$ cat src/fwpid_pkg.sv
// Shared constants, configuration types and register map of the four-wheel PID controller.
`default_nettype none

package fwpid_pkg;

   // Fixed lane count of the datapath and default sizing.
   localparam int LANES           = 4;
   localparam int WHEEL_COUNT_DEF = 4;
   localparam int SPEED_BITS_DEF  = 16;

   // Fixed-point formats.
   localparam int FRAC_BITS  = 8;
   localparam int GAIN_BITS  = 16;
   localparam int KEEP_BITS  = 16;
   localparam int KEEP_FRAC  = 15;
   localparam int LIMIT_BITS = 16;
   localparam int IACC_W     = LIMIT_BITS + FRAC_BITS;
   localparam int DACC_W     = 32;

   // Result queue.
   localparam int FIFO_DEPTH = 8;

   // Register port.
   localparam int CSR_DATA_W  = 64;
   localparam int CSR_ADDR_W  = 6;
   localparam int REG_SEL_LSB = 3;
   localparam int REG_IDX_W   = CSR_ADDR_W - REG_SEL_LSB;

   localparam logic [REG_IDX_W-1:0] REG_LOOP_ENABLE = 3'd0;
   localparam logic [REG_IDX_W-1:0] REG_PROP_GAINS  = 3'd1;
   localparam logic [REG_IDX_W-1:0] REG_INTEG_GAINS = 3'd2;
   localparam logic [REG_IDX_W-1:0] REG_DERIV_GAINS = 3'd3;
   localparam logic [REG_IDX_W-1:0] REG_DERIV_KEEP  = 3'd4;
   localparam logic [REG_IDX_W-1:0] REG_INTEG_LOW   = 3'd5;
   localparam logic [REG_IDX_W-1:0] REG_INTEG_HIGH  = 3'd6;

   typedef struct packed {
      logic                         loop_enable;
      logic [CSR_DATA_W-1:0]        prop_gains;
      logic [CSR_DATA_W-1:0]        integ_gains;
      logic [CSR_DATA_W-1:0]        deriv_gains;
      logic signed [KEEP_BITS-1:0]  deriv_keep;
      logic signed [LIMIT_BITS-1:0] integ_low;
      logic signed [LIMIT_BITS-1:0] integ_high;
   } cfg_type;

   localparam cfg_type CFG_RESET = '{
      loop_enable: 1'b0,
      prop_gains:  '0,
      integ_gains: '0,
      deriv_gains: '0,
      deriv_keep:  '0,
      integ_low:   16'sh8000,
      integ_high:  16'sh7fff
   };

   // Settings of one wheel, sliced out of the packed gain registers.
   typedef struct packed {
      logic                         enable;
      logic [GAIN_BITS-1:0]         kp;
      logic [GAIN_BITS-1:0]         ki;
      logic [GAIN_BITS-1:0]         kd;
      logic signed [KEEP_BITS-1:0]  keep;
      logic signed [LIMIT_BITS-1:0] integ_low;
      logic signed [LIMIT_BITS-1:0] integ_high;
   } lane_cfg_type;

endpackage

`default_nettype wire

$ cat src/fwpid_merge.sv
// Merges the lane results into one drive word and queues it for the result channel.
`default_nettype none

module fwpid_merge #(
   parameter int SPEED_BITS = fwpid_pkg::SPEED_BITS_DEF
) (
   input  logic                                            clock,
   input  logic                                            reset,
   input  logic                                            in_accept,
   input  logic [fwpid_pkg::LANES-1:0]                     lane_valid,
   input  logic signed [SPEED_BITS-1:0]                    lane_drive [fwpid_pkg::LANES],
   input  logic                                            out_ready,
   output logic                                            in_ready,
   output logic                                            out_valid,
   output logic [fwpid_pkg::LANES*SPEED_BITS-1:0]          out_data
);
   import fwpid_pkg::*;

   localparam int PTR_W  = $clog2(FIFO_DEPTH);
   localparam int CNT_W  = $clog2(FIFO_DEPTH + 1);
   localparam int DATA_W = LANES * SPEED_BITS;

   logic [DATA_W-1:0] fifo_ff [FIFO_DEPTH];
   logic [DATA_W-1:0] packed_word;
   logic [PTR_W-1:0]  wr_ptr_ff, rd_ptr_ff;
   logic [CNT_W-1:0]  fill_ff, fill_in;
   logic [CNT_W-1:0]  occ_ff, occ_in;
   logic              push, pop;

   // Lanes run in lockstep, so any valid lane marks a finished sample.
   assign push = |lane_valid;
   assign pop  = out_valid && out_ready;

   always_comb begin
      for (int w = 0; w < LANES; w++) begin
         packed_word[w*SPEED_BITS +: SPEED_BITS] = lane_drive[w];
      end
   end

   // Samples in the lanes plus queued results never exceed the queue depth,
   // so a finished sample always finds a free entry.
   always_comb begin
      fill_in = fill_ff + {{(CNT_W-1){1'b0}}, push} - {{(CNT_W-1){1'b0}}, pop};
      occ_in  = occ_ff + {{(CNT_W-1){1'b0}}, in_accept} - {{(CNT_W-1){1'b0}}, pop};
   end

   always_ff @(posedge clock) begin
      if (reset) begin
         wr_ptr_ff <= '0;
         rd_ptr_ff <= '0;
         fill_ff   <= '0;
         occ_ff    <= '0;
      end else begin
         fill_ff <= fill_in;
         occ_ff  <= occ_in;
         if (push) begin
            wr_ptr_ff <= wr_ptr_ff + PTR_W'(1);
         end
         if (pop) begin
            rd_ptr_ff <= rd_ptr_ff + PTR_W'(1);
         end
      end
   end

   always_ff @(posedge clock) begin
      if (push) begin
         fifo_ff[wr_ptr_ff] <= packed_word;
      end
   end

   assign in_ready  = occ_ff < CNT_W'(FIFO_DEPTH);
   assign out_valid = fill_ff != '0;
   assign out_data  = fifo_ff[rd_ptr_ff];

   a_fill_le_occ: assert property (@(posedge clock) disable iff (reset)
      fill_ff <= occ_ff)
      else $error("more queued results than accepted samples");

   a_occ_bound: assert property (@(posedge clock) disable iff (reset)
      occ_ff <= CNT_W'(FIFO_DEPTH))
      else $error("outstanding sample count beyond queue depth");

   a_no_overflow: assert property (@(posedge clock) disable iff (reset)
      push |-> (fill_ff != CNT_W'(FIFO_DEPTH)))
      else $error("lane result arrived with the queue full");

endmodule

`default_nettype wire

$ cat config.mk
export PLATFORM = sky130hd
export DESIGN_NAME = fwpid_merge
export DESIGN_NICKNAME = d
export VERILOG_FILES = /design/src/fwpid_pkg.sv /design/src/fwpid_merge.sv
export SDC_FILE = /design/constraint.sdc
export NUM_CORES = 1
export LEC_CHECK = 0
export BUFFER_PORTS_ARGS = -buffer_cell sky130_fd_sc_hd__buf_2
export CORE_MARGIN = 1
export CORE_UTILIZATION = 25
export CTS_BUF_LIST = sky130_fd_sc_hd__clkbuf_8
export CTS_CLUSTER_SIZE = 40
export DETAILED_ROUTE_END_ITERATION = 16
export GPL_TIMING_DRIVEN = 0
export PLACE_DENSITY_LB_ADDON = 0.2
export REMOVE_ABC_BUFFERS = 1
export SYNTH_ARGS = -nofsm -noshare
export SYNTH_HDL_FRONTEND = slang
export SYNTH_SLANG_ARGS = --single-unit
export TNS_END_PERCENT = 20
$ cat constraint.sdc
create_clock -name clock -period 9.6 [get_ports clock]
set_input_delay 1.92 -clock clock [delete_from_list [all_inputs] [get_ports clock]]
set_output_delay 1.92 -clock clock [all_outputs]
set_load 0.05 [all_outputs]
### Yosys cells after proc, flatten, opt, wreduce, memory -nomap -nowiden

Memories as Yosys holds them, arrays and structs flattened. A register that Yosys moved wholly into a read port is not among the register bits.
Index checks and enable logic that the tools add are counted.

| storage, ports and cells | value |
|---|---|
| bits in registers | 14 |
| latch bits | 0 |
| bits in writable memories | 512 |
| ROM bits | 0 |
| output and inout bits | 66 |
| word-level logic and storage cells | 19 |
| memories | 1 |

Memory list:

| memory | words | width | rd ports | clocked after memory_dff | write ports | line | text |
|---|---|---|---|---|---|---|---|
| fifo_ff | 8 | 64 | 1 | 1 | 1 | fwpid_merge.sv:23 | `logic [DATA_W-1:0] fifo_ff [FIFO_DEPTH];` |

| cells by class | value |
|---|---|
| add/subtract/negate cells | 6 |
| multiply operators | 0 |
| div/mod/pow operators | 0 |
| order comparisons | 1 |
| eq/ne operators | 0 |
| shifts and indexed selects | 0 |
| multiplexer cells | 4 |
| bitwise gates (word level) | 0 |
| reduce and logical (&&, ||, !) cells | 3 |

Operators by type and width:

| operator | number |
|---|---|
| adder 4 x 1 -> 4 bit | 2 |
| subtractor 4 x 1 -> 4 bit | 2 |
| adder 3 x 1 -> 3 bit (second input constant) | 2 |
| 2-to-1 mux 3 bit | 2 |
| less-than comparator 4 bit (second input constant) | 1 |
| nonzero test 4 bit | 1 |
| OR reduction 4 bit | 1 |
| 2-to-1 mux 1 bit | 2 |
| logical AND 1 bit | 1 |

### Depth between registers and ports, before layout

| depth | value |
|---|---|
| depth after elaboration | 4 |
| gate-level depth with buffers | 11 |

### Least setup slack after synthesis

OpenSTA, ideal clock, no wires.

| path | value |
|---|---|
| kind | input-to-reg |
| start point | input lane_valid[1] (netlist bit) |
| end point | memory fifo_ff[0][0] (netlist bit), enable pin |
| setup time | 0.565 ns |
| arrival time | 6.675 ns |
| data required time | 9.035 ns |
| setup slack | 2.360 ns |
| stages on the path | 3 |
| path buffers | 0 |
| cell sequence | nor4_1 > or2_2 > nor3_1 |

| between the ends | value |
|---|---|
| cells in the longest elaborated chain, start to end | 3 |

Ends and longest elaborated chain:

| what | line | text |
|---|---|---|
| from (decl) | fwpid_merge.sv:10 | `input logic [fwpid_pkg::LANES-1:0] lane_valid,` |
| OR reduction 4 bit | fwpid_merge.sv:31 | `assign push = \|lane_valid;` |
| 2-to-1 mux 1 bit | fwpid_merge.sv:66 | `if (push) begin` |
| 2-to-1 mux 1 bit (not written as such) | fwpid_merge.sv:67 | `fifo_ff[wr_ptr_ff] <= packed_word;` |
| to (decl) | fwpid_merge.sv:23 |  |

Every way passes these cells.

==> flow_summary.ini <==
[outcome]
outcome = complete, no violations

[global_routing]
globalRouteOverflowTotal = 0
grt_antenna_before_repair = 6
pin_count_of_the_biggest_net_entering_global_routing = 53
grt.total_usage_pct = 11.20
grt_pass1_vias = 10318
grt_first_pass_wirelength_um = 66810

[flow_run]
maxCapViolCount = 0

[setup_path]
timing.setup.critical_path_class = flip-flop to output port
startpoint_type = flip-flop
critPathRequiredTime_ps = 7680
cp_slowest_stage_delay_ps = 710
crit_arrival_ps = 3200
worst-path-max-fanout = 37
crit_chain = buf_16 > buf_16 > mux4_2 > mux2_2 > buf_2
most_frequent_cell_on_the_critical_path = sky130_fd_sc_hd__buf_16
critPathCaptureType = output port
r2r-end = occ_ff[2]
regToRegStartpoint = fill_ff[2]
slowest_cell_on_crit_path = sky130_fd_sc_hd__dfxtp_4
register_to_register_path_setup_slack_ps = 6920
setup.worst_path.end = out_data[39]
worstRegToRegCells = 10

[cts]
h-tree-depth = 3
cts_tree = done
postCtsHoldBufs = 0
numCtsBuffers = 95
clk_path_buf_depth = 3
clock_latency_at_the_later_pin_of_the_worst_skew_pair_ps = 660
cts.sink_count = 529
clk_pin_slew_ps = 60
clock_tree.root_cell = sky130_fd_sc_hd__clkbuf_8
post-cts-setup-buffer-count = 0
post_cts_resized = 0

[floorplan]
die-area_mm2 = 0.08147
fp.coreArea_mm2 = 0.07926
die_h_um = 285.4
initial_utilization_pct = 25.34
die_w_um = 285.4
boundaryPins = 138
std_cell_rows = 103

[cells_and_area]
mostFrequentLayoutCell = sky130_fd_sc_hd__edfxtp_1
postLayoutCoreUtil_pct = 31.04
area.growth.synth_to_final_pct = 22.51
most-common-layout-cells = 512 x sky130_fd_sc_hd__edfxtp_1, 137 x sky130_fd_sc_hd__buf_2, 128 x sky130_fd_sc_hd__mux4_2
finalInstanceArea_mm2 = 0.02460
layout-drive-gt1-share_pct = 44.25
final_net_count = 1167

[timing]
setup-violations-final = 0
rsz0062_at_grt = no
finalWorstPathRequiredPeriod_ps = 5117
final.setup.worst_slack_ps = 4483
transition_time_of_the_tightest_slew_check_pin_ps = 779.0
maxSlewViolCount = 0
fmax_ghz = 0.1954
report.final.hold_viol_count = 0
timing.setup.tns_ps = 0
min_period_over_period_pct = 53.30
worst_slew_margin_rel_pct = 47.96
skew_ps = 23.64

[synthesis]
synth_enable_flop_cells = 512
syn-mean-instance-area_um2 = 23.97
dominantRegCellSynth = sky130_fd_sc_hd__edfxtp_1
synthArstFlopShare_pct = 0
syn_area_mm2 = 0.02008
synth.yosys.warnings = 0
synth_cells = 838
synth_seq_cells = 529
synth-seq-area-share_pct = 78.25
yosys.cell_types.count = 31

[routing]
routed_wl_um = 44930
routed-via-count = 9235
drt_first_pass_iters = 4
detail_route.vias_per_cell = 4.200
post-route-drc-count = 0
antenna_left = 0
wire_per_inst_um = 20.43
drt_first_iter_violations = 407

[power]
max-vdd-ir-drop_mv = 0.1333
power_per_cell_area_mw_per_mm2 = 244.6
p_leak_nw = 7.898

[hold_path]
min_path_cells = 2
min_path_type = flip-flop to flip-flop

[placed_design]
port_buffers = 137
placement_setup_slack_ps = 5044
place.detailed.hpwl_um = 27350
place_area_mm2 = 0.02278
gp_congestion = 0.6428
## metal layers
layer	wire length, um	track usage (%)	share of wire, %	up-vias
li1	-	-	-	4043
met1	20160	14.54	45	4901
met2	21430	17.91	48	197
met3	2293	3.046	5.1	84
met4	985	4.158	2.2	10
met5	61	0	0.14	-
## synthesized netlist by cell type, drive strengths merged (3+ instances only)
| cell | n | area share, % |
|---|---|---|
| edfxtp | 512 | 77 |
| mux4 | 128 | 14 |
| mux2 | 64 | 3.6 |
| buf | 25 | 0.97 |
| dfxtp | 17 | 1.7 |
| inv | 14 | 0.26 |
| nor2 | 13 | 0.24 |
| clkbuf | 11 | 0.21 |
| ha | 11 | 0.69 |
| a21oi | 9 | 0.22 |
| nand2b | 4 | 0.12 |
| nand2 | 3 | 0.056 |
| nand3 | 3 | 0.075 |
| nor2b | 3 | 0.093 |
| o21ai | 3 | 0.075 |
## state kept, by name, indices dropped and copies added (netlist names), named ones only
register / cells
fifo_ff: 512
fill_ff: 4
occ_ff: 4
rd_ptr_ff: 3
wr_ptr_ff: 3
## worst min path at each step
stage            startpoint      endpoint  slack [ps]
4_1_cts        rd_ptr_ff[2]     flip-flop         480
5_1_grt        rd_ptr_ff[2]     flip-flop         480
2_1_floorplan  rd_ptr_ff[2]     flip-flop         450
3_5_place_dp   rd_ptr_ff[2]     flip-flop         470
6_report       rd_ptr_ff[2]     flip-flop         480
3_3_place_gp   rd_ptr_ff[2]  rd_ptr_ff[2]         470
## cell type report
cell class              instances  area [um2]
fillers                      7659       54650
flip-flops and latches        529       15730
multi-input cells             259        4135
repair buffers                183        1556
clock buffers                  96        1321
well taps                    1050        1314
clock inverters                67       496.7
inverters                      14       52.55
diodes                          1       2.502
## cell families (layout without fill, tap and decap cells)
logic type | Yosys count | after routing | synth area share, %
compound gates | 15 | 15 | 0.4236
xor+xnor | 4 | 4 | 0.1745
fa+ha+maj | 13 | 13 | 0.8846
buf+inv | 50 | 360 | 1.439
flops | 529 | 529 | 78.25
mux | 193 | 193 | 17.99
other cells | 0 | 1 | 0
simple gates | 34 | 34 | 0.8411
## metrics by stage
stage | hold WS, ps | total power, mW | std cells
2_1_floorplan | 451.6 | 3.697 | 802
3_3_place_gp | 472.0 | 4.092 | 1989
3_5_place_dp | 473.6 | 4.047 | 2035
4_1_cts | 479.5 | 6.155 | 2198
5_1_grt | 482.3 | 6.309 | 2198
6_report | 475.8 | 6.019 | 2199
## critical path: cells and delay by family, from the launching register on
family                 cells  cell delay, ps
buffers and inverters      3             900
multiplexers               2             850
flip-flops                 1             710
## report_power, final
group          internal (mW)  switching [mW]  leakage [nW]
combinational          0.454           0.761          2.04
clock                   1.14           0.918          1.02
sequential              2.67          0.0723          4.84
total                   4.27            1.75          7.90
Note: power is estimated with default switching activity, not from simulation.
